==> src/mdda_pkg.sv <==
// Shared types and constants for the multi-joint DDA step generator.
// Used by mdda_joint and the top level; depends on nothing.
package mdda_pkg;

    localparam int FUNC_W      = 3;
    localparam int JOINT_W     = 3;
    localparam int STEP_W      = 32;
    localparam int RATE_W      = 17;
    localparam int ACC_W       = 16;
    localparam int LANE_W      = 6;
    localparam int NUM_JOINTS  = 6;
    localparam int JOINT_SPAN  = 1 << JOINT_W;

    // One full step in Q16
    localparam logic [RATE_W-1:0] ONE_STEP = RATE_W'(1 << ACC_W);

    typedef enum logic [FUNC_W-1:0] {
        FUNC_TICK       = 3'd0,
        FUNC_SET_TARGET = 3'd1,
        FUNC_SET_RATE   = 3'd2,
        FUNC_SET_POS    = 3'd3,
        FUNC_HALT       = 3'd4,
        FUNC_READ       = 3'd5
    } t_func;

    // Command item as held in the input register
    typedef struct packed {
        logic [FUNC_W-1:0]        func;
        logic [JOINT_W-1:0]       joint;
        logic signed [STEP_W-1:0] steps;
        logic [RATE_W-1:0]        rate;
    } t_item;

    // Command as seen by one joint lane
    typedef struct packed {
        logic [FUNC_W-1:0]        func;
        logic                     hit;
        logic signed [STEP_W-1:0] steps;
        logic [RATE_W-1:0]        rate;
    } t_joint_cmd;

    // Next-state view that a joint lane reports back
    typedef struct packed {
        logic                     step;
        logic                     dir;
        logic signed [STEP_W-1:0] pos;
    } t_joint_stat;

endpackage

==> src/mdda_joint.sv <==
// One joint lane: phase accumulator, rate, target, position and direction.
// Depends on mdda_pkg.
module mdda_joint (
    input  logic                i_clk,
    input  logic                i_rst_n,
    input  logic                i_en,
    input  logic                i_invert,
    input  mdda_pkg::t_joint_cmd i_cmd,
    output mdda_pkg::t_joint_stat o_stat
);
    import mdda_pkg::*;

    logic [ACC_W-1:0]         r_acc,  n_acc;
    logic [RATE_W-1:0]        r_rate, n_rate;
    logic signed [STEP_W-1:0] r_tgt,  n_tgt;
    logic signed [STEP_W-1:0] r_pos,  n_pos;
    logic                     r_dir,  n_dir;
    logic                     step;
    logic [RATE_W-1:0]        sum;
    logic                     fwd;

    assign sum = RATE_W'(r_acc) + r_rate;
    assign fwd = r_tgt > r_pos;

    // Decode the command against this joint's state
    always_comb begin
        n_acc  = r_acc;
        n_rate = r_rate;
        n_tgt  = r_tgt;
        n_pos  = r_pos;
        n_dir  = r_dir;
        step   = 1'b0;
        case (t_func'(i_cmd.func))
            FUNC_TICK: begin
                n_acc = sum[ACC_W-1:0];
                if (sum[ACC_W] && (r_tgt != r_pos)) begin
                    step  = 1'b1;
                    n_dir = fwd ^ i_invert;
                    n_pos = fwd ? r_pos + STEP_W'(1) : r_pos - STEP_W'(1);
                end
            end
            FUNC_SET_TARGET: begin
                if (i_cmd.hit) n_tgt = i_cmd.steps;
            end
            FUNC_SET_RATE: begin
                if (i_cmd.hit) n_rate = i_cmd.rate;
            end
            FUNC_SET_POS: begin
                if (i_cmd.hit) begin
                    n_tgt = i_cmd.steps;
                    n_pos = i_cmd.steps;
                end
            end
            FUNC_HALT: begin
                n_tgt = r_pos;
            end
            default: begin
            end
        endcase
    end

    // Commit the lane state when the item leaves the input register
    always_ff @(posedge i_clk) begin
        if (!i_rst_n) begin
            r_acc  <= '0;
            r_rate <= '0;
            r_tgt  <= '0;
            r_pos  <= '0;
            r_dir  <= 1'b0;
        end else if (i_en) begin
            r_acc  <= n_acc;
            r_rate <= n_rate;
            r_tgt  <= n_tgt;
            r_pos  <= n_pos;
            r_dir  <= n_dir;
        end
    end

    assign o_stat.step = step;
    assign o_stat.dir  = n_dir;
    assign o_stat.pos  = n_pos;

endmodule

==> src/multi_axis_dda_step_generator_unit.sv <==
// Multi-joint DDA step pulse generator, top level.
// Path: each item passes the input register, then the result register.
// Throughput: one item per cycle while the result channel is not stalled; every joint lane updates in parallel.
// Reset (i_rst_n low, synchronous): all joint state, the invert mask and both valids clear.
// Depends on mdda_pkg and mdda_joint.
module multi_axis_dda_step_generator_unit #(
    parameter int P_NUM_JOINTS = mdda_pkg::NUM_JOINTS
) (
    input  logic                                i_clk,
    input  logic                                i_rst_n,
    // command channel
    input  logic                                i_valid,
    output logic                                o_ready,
    input  logic [mdda_pkg::FUNC_W-1:0]         i_func,
    input  logic [mdda_pkg::JOINT_W-1:0]        i_joint,
    input  logic signed [mdda_pkg::STEP_W-1:0]  i_steps,
    input  logic [mdda_pkg::RATE_W-1:0]         i_rate_per_tick,
    // result channel
    output logic                                o_valid,
    input  logic                                i_ready,
    output logic [mdda_pkg::LANE_W-1:0]         o_step_pulses,
    output logic [mdda_pkg::LANE_W-1:0]         o_dir_levels,
    output logic signed [mdda_pkg::STEP_W-1:0]  o_position,
    // configuration write channel
    input  logic                                i_cfg_valid,
    output logic                                o_cfg_ready,
    input  logic [mdda_pkg::LANE_W-1:0]         i_cfg_invert_mask
);
    import mdda_pkg::*;

    logic                     r_in_vld;
    t_item                    r_in;
    logic                     r_out_vld;
    logic [LANE_W-1:0]        r_pulses, n_pulses;
    logic [LANE_W-1:0]        r_dirs,   n_dirs;
    logic signed [STEP_W-1:0] r_pos,    n_pos;
    logic [LANE_W-1:0]        r_inv;
    logic                     adv;
    logic                     in_xfer;
    logic [RATE_W-1:0]        rate_sat;
    t_joint_cmd               cmd_base;
    t_joint_stat              stat [P_NUM_JOINTS];
    logic [P_NUM_JOINTS-1:0]  hit;

    // Move the held item forward when the result register is free or drains
    assign adv         = r_in_vld && (!r_out_vld || i_ready);
    assign o_ready     = !r_in_vld || adv;
    assign in_xfer     = i_valid && o_ready;
    assign o_cfg_ready = 1'b1;

    // Input register
    always_ff @(posedge i_clk) begin
        if (!i_rst_n) begin
            r_in_vld <= 1'b0;
        end else if (in_xfer) begin
            r_in_vld <= 1'b1;
        end else if (adv) begin
            r_in_vld <= 1'b0;
        end
    end

    always_ff @(posedge i_clk) begin
        if (in_xfer) begin
            r_in.func  <= i_func;
            r_in.joint <= i_joint;
            r_in.steps <= i_steps;
            r_in.rate  <= i_rate_per_tick;
        end
    end

    // Hold the direction inversion mask
    always_ff @(posedge i_clk) begin
        if (!i_rst_n) begin
            r_inv <= '0;
        end else if (i_cfg_valid) begin
            r_inv <= i_cfg_invert_mask;
        end
    end

    // Saturate the rate to one step per tick
    assign rate_sat = (r_in.rate > ONE_STEP) ? ONE_STEP : r_in.rate;

    assign cmd_base.func  = r_in.func;
    assign cmd_base.hit   = 1'b0;
    assign cmd_base.steps = r_in.steps;
    assign cmd_base.rate  = rate_sat;

    // Joint lanes
    for (genvar j = 0; j < P_NUM_JOINTS; j++) begin : g_joint
        t_joint_cmd cmd;
        logic       inv_bit;

        if (j < JOINT_SPAN) begin : g_hit
            assign hit[j] = (r_in.joint == JOINT_W'(j));
        end else begin : g_nohit
            assign hit[j] = 1'b0;
        end

        if (j < LANE_W) begin : g_inv
            assign inv_bit = r_inv[j];
        end else begin : g_noinv
            assign inv_bit = 1'b0;
        end

        always_comb begin
            cmd     = cmd_base;
            cmd.hit = hit[j];
        end

        mdda_joint u_joint (
            .i_clk    (i_clk),
            .i_rst_n  (i_rst_n),
            .i_en     (adv),
            .i_invert (inv_bit),
            .i_cmd    (cmd),
            .o_stat   (stat[j])
        );
    end

    // Gather pulses, levels and the selected position
    always_comb begin
        n_pulses = '0;
        n_dirs   = '0;
        n_pos    = '0;
        for (int k = 0; k < P_NUM_JOINTS; k++) begin
            if (k < LANE_W) begin
                n_pulses[k] = stat[k].step;
                n_dirs[k]   = stat[k].dir;
            end
            if (hit[k]) begin
                n_pos = stat[k].pos;
            end
        end
    end

    // Result register
    always_ff @(posedge i_clk) begin
        if (!i_rst_n) begin
            r_out_vld <= 1'b0;
        end else if (adv) begin
            r_out_vld <= 1'b1;
        end else if (i_ready) begin
            r_out_vld <= 1'b0;
        end
    end

    always_ff @(posedge i_clk) begin
        if (adv) begin
            r_pulses <= n_pulses;
            r_dirs   <= n_dirs;
            r_pos    <= n_pos;
        end
    end

    assign o_valid       = r_out_vld;
    assign o_step_pulses = r_pulses;
    assign o_dir_levels  = r_dirs;
    assign o_position    = r_pos;

endmodule

==> config.mk <==
export PLATFORM = sky130hd
export DESIGN_NAME = multi_axis_dda_step_generator_unit
export DESIGN_NICKNAME = d
export VERILOG_FILES = /design/src/mdda_pkg.sv /design/src/mdda_joint.sv /design/src/multi_axis_dda_step_generator_unit.sv
export SDC_FILE = /design/constraint.sdc
export NUM_CORES = 2
export LEC_CHECK = 0
export BUFFER_PORTS_ARGS = -buffer_cell sky130_fd_sc_hd__buf_4
export CELL_PAD_IN_SITES_DETAIL_PLACEMENT = 0
export CELL_PAD_IN_SITES_GLOBAL_PLACEMENT = 1
export CORE_MARGIN = 4
export CORE_UTILIZATION = 52
export CTS_CLUSTER_SIZE = 14
export DETAILED_ROUTE_END_ITERATION = 10
export PLACE_DENSITY_LB_ADDON = 0.1
export SLEW_MARGIN = 20
export SYNTH_ARGS = -nofsm -noshare
export SYNTH_HDL_FRONTEND = slang
export SYNTH_SLANG_ARGS = --single-unit
==> constraint.sdc <==
create_clock -name i_clk -period 18.8 [get_ports i_clk]
set_input_delay 2.82 -clock i_clk [delete_from_list [all_inputs] [get_ports i_clk]]
set_output_delay 2.82 -clock i_clk [all_outputs]
set_load 0.01 [all_outputs]
==> metrics.cfg <==
[global_route]
grt_use_total=0.392
use_met2=0.582
grtUsageMet1=0.485
grt_max_degree=134
grt_pass1_wl_mm=288
busiest_layer=met2
gr-total-overflow=0
grt.met3_usage=0.101
first_global_vias=43400
grt_antenna_before_repair=22

[worst_setup_path]
crit_arrival_ps=7820
rr_endpoint=o_position[26]
timing.rr.start=g_joint[3].u_joint.r_pos[31]
end_kind=flop
startpoint_type=flop
critical_path_class=reg -> reg
r2r_setup_slack_ps=11430
crit_path_end=o_position[26]
r2r_cells=20
cp.required_ps=19250
startpoint=g_joint[3].u_joint.r_pos[31]
crit_fanout=19

[timing]
period_minus_slack_ps=7370
fmax_mhz=136
grt_setup_unrepaired=no
finalHoldViolCount=0
skew_ps=38.5
setup_viol=0
final_max_slew_viol_count=0
fin_tns_setup_ps=0
min_period_over_period=0.392
maxSlewHeadroom=0.107
worst_pin_slew_ps=1340

[floorplanning]
die_w_um=311
start_util=0.528
pin_count=113
die-height_um=311
dieArea_sq_mm=0.0969
num_rows=110
core_sq_mm=0.0906

[cells_and_area]
syn2layout_area_growth_pct=10.8
final_cell_mix=752 x a21oi_1, 676 x nor2_1, 596 x dfxtp_1
layout_commonest_cell=a21oi_1
layout-drive-gt1-share=0.0777
finalNetCount=6507
finish.utilization=0.585
stdcell_area_sq_mm=0.0530
regArea_sq_mm=0.0149
fillers=8493
multiInputGateArea_sq_mm=0.0307

[synth]
async_reset_ff_frac=0
synth_cell_types=102
avgSynthCellArea_sq_um=7.99
synth-edff-count=99
yosys_warnings=0
ys_seq_area_frac=0.312
syn_nets=6535
synthCells=5982
synthFlopType=dfxtp_1
syn-cell-area_sq_mm=0.0478
synth_seq_cells=695

[pwr]
vdd_drop_max_mv=0.0740
cellLeakagePower_nw=21.0
power.density_mw_per_mm2=93.7

[placed_design]
place_area_sq_mm=0.0499
dp_hpwl_mm=138
finalWeightedCongestion=1.04
portBuffers=111

[run_status]
status=finished clean

[routing]
wirelength_mm=198
avgViaCountPerCell=6.57
drc=0
wl_per_cell_um=27.4
dr.pass1.iters=6
drtAntennaViolNets=0
vias=47400
drtIter0Drc=5004

[clock_network]
postCtsHoldBufs=0
clock-sinks=695
post_cts_resized=0
clk_latency_ps=710
cts_tree=built
cts_setup_buffers=0
numCtsBuffers=85
cts_root_buffer=clkbuf_16
clk_path_buf_depth=3
clk_pin_slew_ps=60
ctsHtreeMaxLevel=3

[job]
timing.max_cap.violations=0

[hold_path]
hp-start=g_joint[0].u_joint.r_acc[8]
worstHoldPathType=reg -> reg

==> layout make-up <==
type | instances | share of cell area
diodes | 17 | 0.000803
well taps | 1176 | 0.0278
clock inverters | 45 | 0.0116
flip-flops and latches | 695 | 0.281
clock buffers | 112 | 0.0450
inverters | 299 | 0.0215
repair buffers | 218 | 0.0316
multi-input cells | 4655 | 0.580
==> per-layer routing <==
layer,wire length [um],up-vias
met5,152,-
met4,18600,20
met3,20200,678
met2,82500,2386
met1,76500,22300
li1,-,22100
==> power breakdown <==
part | leakage, nW | internal [W] | total [W] | switching [W]
registers | 5.79 | 0.00155 | 0.00163 | 0.0000702
clock network | 1.47 | 0.00107 | 0.00180 | 0.000720
logic | 13.7 | 0.000565 | 0.00154 | 0.000975
==> critical path, cell delays in order, from the launching register on <==
cell and delay [ps]:
dfxtp_1 530, inv_1 190, ha_1 440, nand4_1 190, nor4_1 630, nand4_1 290
o21ai_0 290, nor2_1 110, o21ai_4 540, ha_1 400, nor2b_1 190, o31ai_1 490
a2111oi_0 220, nor3_1 430, o21ai_1 260, a31o_2 260, a21oi_1 170, xnor2_1 100
a21oi_1 780, o221ai_1 270, a221o_1 340
==> Yosys cell counts (21+ instances only) <==
| master | number | area [sq um] |
|---|---|---|
| a221oi_1 | 78 | 683 |
| o21ai_0 | 218 | 1090 |
| o31ai_1 | 25 | 188 |
| o21a_1 | 57 | 428 |
| and2_1 | 40 | 250 |
| o2111ai_1 | 22 | 193 |
| a31oi_1 | 39 | 244 |
| nor2_1 | 694 | 2610 |
| a21o_1 | 119 | 893 |
| mux2i_1 | 27 | 270 |
| nand4_1 | 120 | 751 |
| nor2b_1 | 69 | 432 |
| xor2_1 | 81 | 709 |
| o21bai_1 | 41 | 308 |
| nand3_1 | 98 | 490 |
| or3_1 | 26 | 163 |
| o211ai_1 | 47 | 353 |
| a22oi_1 | 40 | 300 |
| edfxtp_1 | 99 | 2970 |
| nor4_1 | 21 | 131 |
| ha_1 | 475 | 5940 |
| nand2b_1 | 45 | 282 |
| nor3_1 | 77 | 385 |
| dfxtp_1 | 596 | 11900 |
| clkbuf_1 | 294 | 1100 |
| a221o_1 | 40 | 400 |
| and3_1 | 38 | 238 |
| xnor2_1 | 129 | 1130 |
| inv_1 | 294 | 1100 |
| nand2_1 | 549 | 2060 |
| a211oi_1 | 366 | 2750 |
| a21oi_1 | 755 | 3780 |
==> kinds of logic after synthesis <==
group / Yosys count / share of synthesized area
other: 1 / 0.0000784
AO/OA/AOI/OAI: 2106 / 0.292
adder cells (fa/ha/maj): 487 / 0.129
AND/OR/NAND/NOR: 1815 / 0.169
buffers and inverters: 632 / 0.0509
XOR/XNOR: 211 / 0.0388
flip-flops: 695 / 0.312
multiplexers: 35 / 0.00777
==> flip-flops by register name, summed over array words and instances, names as in the netlist <==
name,cells
o_dir_levels,6
g_joint.u_joint.r_tgt,192
g_joint.u_joint.r_rate,102
g_joint.u_joint.r_pos,192
r_inv,6
r_in_vld,1
o_valid,1
cmd_base,35
r_in,20
o_step_pulses,6
g_joint.u_joint.r_dir,6
g_joint.u_joint.r_acc,96
o_position,32
==> stage by stage <==
stage | std cells | setup slack (ps) | total power (W) | hold WS (ps)
floorplan | 5982 | 12360 | 0.00270 | 434
global placement | 7041 | 11870 | 0.00314 | 442
detailed placement | 7041 | 11780 | 0.00314 | 447
CTS | 7198 | 11740 | 0.00492 | 454
global route | 7201 | 11130 | 0.00516 | 469
finish | 7217 | 11430 | 0.00496 | 454
==> worst min-delay path by stage <==
stage                                       end  slack (ps)  cells after the start
floorplan              g_joint[4].u_joint.r_dir         430                      2
detailed placement     g_joint[2].u_joint.r_dir         450                      2
CTS                    g_joint[2].u_joint.r_dir         450                      2
global placement    g_joint[5].u_joint.r_acc[9]         440                      2
global route        g_joint[4].u_joint.r_acc[3]         470                      2
finish              g_joint[0].u_joint.r_acc[8]         450                      2
Power figures use the tool's default switching activity.
